## src/barycentric_coordinates_3d_assert.svh

```systemverilog
// Assertion macros for the barycentric coordinates block.
// Expects clk_i and rst_ni in the including scope.
`ifndef BARYCENTRIC_COORDINATES_3D_ASSERT_SVH
`define BARYCENTRIC_COORDINATES_3D_ASSERT_SVH

// Check an expression at every clock edge out of reset
`define BCC3_ASSERT_ALWAYS(lbl, expr, msg) \
  lbl: assert property (@(posedge clk_i) disable iff (!rst_ni) (expr)) else $error(msg);

// Check a consequent in the same cycle as its antecedent
`define BCC3_ASSERT_IMP(lbl, ante, cons, msg) \
  lbl: assert property (@(posedge clk_i) disable iff (!rst_ni) (ante) |-> (cons)) \
    else $error(msg);

`endif

```

## src/bcc3_pkg.sv

```systemverilog
// Shared types, widths and helper functions for the barycentric block.
// No dependencies.
package bcc3_pkg;

  localparam int COORD_W          = 16;
  localparam int DIFF_W           = COORD_W + 1;
  localparam int PROD_W           = 2 * DIFF_W;
  localparam int DOT_W            = PROD_W + 2;
  localparam int HALF_W           = DOT_W / 2;
  localparam int PP_W             = 2 * HALF_W + 1;
  localparam int WIDE_W           = 2 * DOT_W;
  localparam int WEIGHT_W         = 24;
  localparam int WEIGHT_FRAC_BITS = 16;
  localparam int PRESHIFT         = WEIGHT_W - WEIGHT_FRAC_BITS;
  localparam int EXT_W            = WIDE_W + PRESHIFT;
  localparam int DIV_STEPS        = WEIGHT_W;
  localparam int FIFO_DEPTH       = 4;
  localparam int FIFO_AW          = 2;
  localparam int PIPE_LAT         = 36;

  localparam logic [WEIGHT_W-1:0] W_MAX     = {1'b0, {(WEIGHT_W-1){1'b1}}};
  localparam logic [WEIGHT_W-1:0] W_NEG_MAG = {1'b1, {(WEIGHT_W-1){1'b0}}};

  typedef struct packed {
    logic signed [COORD_W-1:0] x;
    logic signed [COORD_W-1:0] y;
    logic signed [COORD_W-1:0] z;
  } vec3_t;

  // Gram matrix entries of one item
  typedef struct packed {
    logic signed [DOT_W-1:0] d00;
    logic signed [DOT_W-1:0] d01;
    logic signed [DOT_W-1:0] d11;
    logic signed [DOT_W-1:0] d20;
    logic signed [DOT_W-1:0] d21;
  } dots_t;

  // Partial products of one 36x36 multiply
  typedef struct packed {
    logic signed [PP_W-1:0] hh;
    logic signed [PP_W-1:0] hl;
    logic signed [PP_W-1:0] lh;
    logic signed [PP_W-1:0] ll;
  } pp_t;

  // Divider input: lane 0 is u, 1 is v, 2 is w
  typedef struct packed {
    logic                   degen;
    logic [2:0]             neg;
    logic [WIDE_W-1:0]      den;
    logic [2:0][WIDE_W-1:0] mag;
  } ratio_t;

  function automatic pp_t mul_split(logic signed [DOT_W-1:0] a, logic signed [DOT_W-1:0] b);
    logic signed [PP_W-1:0] ah, bh, al, bl;
    pp_t r;
    ah = PP_W'($signed(a[DOT_W-1:HALF_W]));
    bh = PP_W'($signed(b[DOT_W-1:HALF_W]));
    al = $signed({{(PP_W-HALF_W){1'b0}}, a[HALF_W-1:0]});
    bl = $signed({{(PP_W-HALF_W){1'b0}}, b[HALF_W-1:0]});
    r.hh = ah * bh;
    r.hl = ah * bl;
    r.lh = al * bh;
    r.ll = al * bl;
    return r;
  endfunction

  // One restoring division step: {quotient bit, new remainder}
  function automatic logic [WIDE_W:0] div_step(logic [WIDE_W-1:0] rem, logic nbit,
                                               logic [WIDE_W-1:0] den);
    logic [WIDE_W:0] trial;
    logic [WIDE_W:0] diff;
    trial = {rem, nbit};
    diff  = trial - {1'b0, den};
    if (diff[WIDE_W]) begin
      return {1'b0, trial[WIDE_W-1:0]};
    end
    return {1'b1, diff[WIDE_W-1:0]};
  endfunction

endpackage

```

## src/bcc3_fifo.sv

```systemverilog
// Short queue of dot-product words between front and back, registered read.
// Depends on bcc3_pkg.
module bcc3_fifo import bcc3_pkg::*; (
  input  logic  clk_i,
  input  logic  rst_ni,
  input  logic  push_i,
  input  dots_t wdata_i,
  output logic  full_o,
  output logic  rvalid_o,
  output dots_t rdata_o
);

  dots_t               mem_q [FIFO_DEPTH];
  dots_t               rdata_q;
  logic [FIFO_AW-1:0]  wr_ptr_q, rd_ptr_q;
  logic [FIFO_AW:0]    cnt_q, cnt_d;
  logic                pop, rvalid_q;

  // back end always takes a word when one is queued
  assign pop    = (cnt_q != '0);
  assign full_o = (cnt_q == (FIFO_AW+1)'(FIFO_DEPTH));

  always_comb begin
    cnt_d = cnt_q;
    if (push_i && !pop) begin
      cnt_d = cnt_q + 1'b1;
    end else if (!push_i && pop) begin
      cnt_d = cnt_q - 1'b1;
    end
  end

  always_ff @(posedge clk_i or negedge rst_ni) begin
    if (!rst_ni) begin
      wr_ptr_q <= '0;
      rd_ptr_q <= '0;
      cnt_q    <= '0;
      rvalid_q <= 1'b0;
    end else begin
      cnt_q    <= cnt_d;
      rvalid_q <= pop;
      if (push_i) begin
        wr_ptr_q <= wr_ptr_q + 1'b1;
      end
      if (pop) begin
        rd_ptr_q <= rd_ptr_q + 1'b1;
      end
    end
  end

  // storage and read register
  always_ff @(posedge clk_i) begin
    if (push_i) begin
      mem_q[wr_ptr_q] <= wdata_i;
    end
    if (pop) begin
      rdata_q <= mem_q[rd_ptr_q];
    end
  end

  assign rvalid_o = rvalid_q;
  assign rdata_o  = rdata_q;

endmodule

```

## config.mk

```make
export PLATFORM = sky130hd
export DESIGN_NAME = bcc3_fifo
export DESIGN_NICKNAME = d
export VERILOG_FILES = /design/src/barycentric_coordinates_3d_assert.svh /design/src/bcc3_pkg.sv /design/src/bcc3_fifo.sv
export SDC_FILE = /design/constraint.sdc
export NUM_CORES = 1
export LEC_CHECK = 0
export ABC_AREA = 1
export BUFFER_PORTS_ARGS = -buffer_cell sky130_fd_sc_hd__buf_2
export CAP_MARGIN = 10
export CORE_ASPECT_RATIO = 1.75
export CORE_MARGIN = 1.5
export CORE_UTILIZATION = 45
export DETAILED_ROUTE_END_ITERATION = 8
export GPL_TIMING_DRIVEN = 0
export HOLD_SLACK_MARGIN = 0.06
export MAX_ROUTING_LAYER = met4
export PLACE_DENSITY_LB_ADDON = 0.12
export SLEW_MARGIN = 20
export SYNTH_ARGS = -nofsm -noshare
export SYNTH_HDL_FRONTEND = slang
export SYNTH_SLANG_ARGS = --single-unit
```

## constraint.sdc

```tcl
create_clock -name clk_i -period 16.55 [get_ports clk_i]
set_input_delay 3.31 -clock clk_i [delete_from_list [all_inputs] [get_ports clk_i]]
set_output_delay 3.31 -clock clk_i [all_outputs]
set_load 0.005 [all_outputs]
```

# Word-level counts from Yosys, hierarchy flattened
# Memories as Yosys holds them, arrays and structs flattened. A register that Yosys moved wholly into a read port is not among the register bits.
# Cells that the tools add are included.
[totals]
regBits = 8
mem_bits_rw = 720
input_bits = 183
out_inout_bits = 182
wordCells = 20
n_memories = 1
[op_classes]
addsub = 4
n_eq_ne = 1
n_mux = 4
reduce_logical = 6
[mem_list]
columns = ["name", "words", "width", "rd", "rd_clocked_by_memory_dff", "write_ports", "line_no", "rtl"]
rows = [
  ["mem_q", 4, 180, 1, 1, 1, "bcc3_fifo.sv:13", "dots_t mem_q [FIFO_DEPTH];"],
]
[ops]
columns = ["op", "count"]
rows = [
  ["2-to-1 mux 3 bit", 2],
  ["adder 2 x 1 -> 2 bit (second input constant)", 2],
  ["adder 3 x 1 -> 3 bit (second input constant)", 1],
  ["equality test 3 bit (second input constant)", 1],
  ["nonzero test 3 bit", 1],
  ["subtractor 3 x 1 -> 3 bit (second input constant)", 1],
  ["logical AND 1 bit", 2],
  ["zero test 1 bit", 2],
  ["2-to-1 mux 1 bit", 2],
  ["nonzero test 2 bit", 1],
]

# Depth between registers and ports, before layout
[depth]
depth_word = 4
depth_mapped = 9
mapped_depth_nobuf = 9

# Least setup slack after synthesis
# OpenSTA, ideal clock, no wires.
[synth_timing]
path_type = "input to register"
from = "input push_i"
to = "memory mem_q[1][0] (netlist bit), enable pin"
setup_time_ps = 533
arrival_ps = 7080
t_required_ps = 16017
path_slack_ps = 8938
stages = 3
n_path_buf = 1
path_cell_list = "clkbuf_1 nand2_1 inv_1"
[synth_via]
elab_chain_len = 2
[synth_rtl]
columns = ["element", "line_no", "rtl"]
rows = [
  ["start, declared", "bcc3_fifo.sv:6", "input logic push_i,"],
  ["2-to-1 mux 1 bit", "bcc3_fifo.sv:52", "if (push_i) begin"],
  ["2-to-1 mux 1 bit (implied by the code)", "bcc3_fifo.sv:53", "mem_q[wr_ptr_q] <= wdata_i;"],
  ["end, declared", "bcc3_fifo.sv:13", ""],
]
# Every way passes these cells.

# Final worst setup path
[layout_timing]
from = "input push_i"
to = "memory mem_q[0][94] (netlist bit), enable pin"
# Same word-level chain as after synthesis.

==> results.sh <==
export IMPL_outcome="finished clean"
export IMPL_cts_buffer_depth=3
export IMPL_holdPathStages=2
export IMPL_grt_first_pass_wirelength_mm=119
export IMPL_syn_area_um2=32500
export IMPL_yosysTopAreaCell="edfxtp_1"
export IMPL_p_leak_nw=13.3
export IMPL_yosysWarnings=0
export IMPL_maxCapViolCount=0
export IMPL_path_depth=6
export IMPL_clk_pin_slew_ns=0.07
export IMPL_postCtsSetupRepairBufs=0
export IMPL_setup_viol=0
export IMPL_numPortBuffers=364
export IMPL_r2r_cells=6
export IMPL_cts_tree="built"
export IMPL_crit_chain="buf_2 -> clkbuf_1 -> nand2_1 -> inv_8 -> buf_16 -> buf_16"
export IMPL_cts_resized=0
export IMPL_avgSynthCellArea_um2=16.5
export IMPL_synthCells=1973
export IMPL_setup_tns_ns=0
export IMPL_worstSetupEndpointType="register"
export IMPL_stdcell_count=3441
export IMPL_synth_seq_cells=908
export IMPL_place_ws_ns=10.99
export IMPL_cts_max_level=3
export IMPL_drv_slew=0
export IMPL_hp_class="register to register"
export IMPL_finClkSkew_ns=0.0186
export IMPL_period_needed_ns=4.92
export IMPL_arrival_ns=5.17
export IMPL_postCtsHoldBufs=0
export IMPL_syn_num_nets=2161
export IMPL_hold_viol=0
export IMPL_peakVddDrop_mv=0.111
export IMPL_drcViolationCount=0
export IMPL_area_growth_pct=18.2
export IMPL_criticalPathCategory="primary input to register"
export IMPL_dp_hpwl_mm=50.2
export IMPL_critPathSlowestCell="buf_16"
export IMPL_die_w_um=206
export IMPL_vias=18600
export IMPL_io_pins=365
export IMPL_grt_use_total_pct=22.6
export IMPL_layout_nets=2618
export IMPL_cp_data_required_time_ns=16.81
export IMPL_antenna_found_initial=23
export IMPL_firstDrtPassIters=5
export IMPL_die_area_um2=73900
export IMPL_synth_area_top_cells="edfxtp_1 (83%), nor2_1 (4.2%), o21ai_0 (3.5%)"
export IMPL_row_count=130
export IMPL_fillers=5826
export IMPL_coreArea_um2=71600
export IMPL_synth_top_area_share_pct=83.2
export IMPL_final_setup_worst_slack_ns=11.63
export IMPL_viasPerCell=5.41
export IMPL_die_height_um=358
export IMPL_cp_buffers_inverters=5
export IMPL_synth_distinct_cells=19
export IMPL_cts_root_buf="clkbuf_16"
export IMPL_synth_seq_area_share_pct=83.8
export IMPL_power_total_mw=7.39
export IMPL_ant_nets=0
export IMPL_start_util_pct=45.4
export IMPL_fmax_mhz=203
export IMPL_cp_start_kind="primary input"
export IMPL_clock_latency_ns=0.63
export IMPL_grt_pass1_vias=18900
export IMPL_fin_util_pct=53.6
export IMPL_power_density_nw_per_um2=192
export IMPL_placed_cells=3273
export IMPL_crit_path_frequent_cell="buf_16"
export IMPL_critPathMaxFanout=74
export IMPL_grt_ovfl_total=0
export IMPL_wl_mm=82.0
export IMPL_cpPeakStageDelay_ns=0.40
export IMPL_stdcell_area_um2=38400
export IMPL_grt_max_degree=79
export IMPL_gp_congestion=0.774
export IMPL_rsz0062_at_grt="false"
export IMPL_worst_pin_slew_ns=0.644
export IMPL_first_iter_violations=1217
export IMPL_wl_per_cell_um=23.8
export IMPL_cts_buffers=79
export IMPL_relSlewSlack_pct=57.1
export IMPL_path_delay_family="buffers and inverters"
export IMPL_cts_sinks=908
export IMPL_period_share_pct=29.7
export IMPL_placed_cell_area_um2=35800
export IMPL_hold_ws_ns=0.478
export IMPL_drive_above_1_share_pct=23.0
## cell type report
class	count	area, um^2	area share (%)
clock inverter	47	395	1.03
multi-input combinational	932	4480	11.7
sequential	908	27200	70.9
clock buffer	96	2100	5.48
buffer	119	738	1.92
inverter	14	87.6	0.228
antenna	25	62.6	0.163
tap	924	1160	3.01
timing repair buffer	376	2140	5.59
## flip-flops by register name, indices dropped and copies added, names as in the netlist
| register | count |
|---|---|
| mem_q | 720 |
| rdata_o | 180 |
| cnt_q | 3 |
| rd_ptr_q | 2 |
| wr_ptr_q | 2 |
| rvalid_o | 1 |
## placed cells by master (no fill, tap or decap), drive strengths merged
master,n
buf,454
bufinv,6
clkbuf,137
clkinv,35
clkinvlp,4
dfrtp,8
diode,25
edfxtp,900
ha,5
inv,16
nand2,16
nand3,2
nand4,2
nor2,362
o21ai,361
o22ai,180
xnor2,1
xor2,3
## final timing paths
path | from | end | slack, ns
worst max-delay path | push_i | mem_q[0][94] | 11.63
worst min-delay path | cnt_q[2] | cnt_q[2] | 0.48
worst max register to register | wr_ptr_q[0] | mem_q[0][94] | 14.07
worst min register to register | cnt_q[2] | cnt_q[2] | 0.48
max in group asynchronous | rst_ni | rd_ptr_q[0] | 13.82
min in group asynchronous | rst_ni | cnt_q[2] | 2.53
## synth_stat cells
| cell type | number |
|---|---|
| inv_1 | 12 |
| o21ai_0 | 230 |
| nand2_1 | 16 |
| clkbuf_2 | 1 |
| ha_1 | 5 |
| xnor2_1 | 1 |
| nand3_1 | 2 |
| dfrtp_1 | 8 |
| nor2_1 | 362 |
| buf_4 | 17 |
| xor2_1 | 3 |
| buf_6 | 24 |
| buf_2 | 37 |
| inv_4 | 2 |
| edfxtp_1 | 900 |
| nand4_1 | 2 |
| o22ai_1 | 180 |
| clkbuf_1 | 40 |
| o21ai_1 | 131 |
## metal layers
metal | wire, um | share of wire (%) | global-route usage, %
met1 | 32500 | 40 | 27.2
met2 | 40200 | 49 | 36.1
met3 | 6990 | 8.5 | 6.73
met4 | 2270 | 2.8 | 8.16
met5 | 0 | 0 | -
## worst min-delay path, cell delays in order, from the launching register on
cell     delay (ns)
dfrtp_1        0.34
nand2_1        0.05
nand2_1        0.05
## report_power, final
part | switching, mW | internal, mW
Combinational | 1.46 | 0.668
Clock | 0.809 | 1.00
Sequential | 0.150 | 3.30
## cell families after synthesis
kind of cell               after synthesis  synth area share [%]
xor gates and xnor gates                 4                 0.108
buffers and inverters                  133                  2.45
adders and majority gates                5                 0.193
DFF                                    908                  83.8
and+or+nand+nor                        382                  4.44
AOI/OAI and AO/OA                      541                  9.03
(Power assumes the default switching activity.)
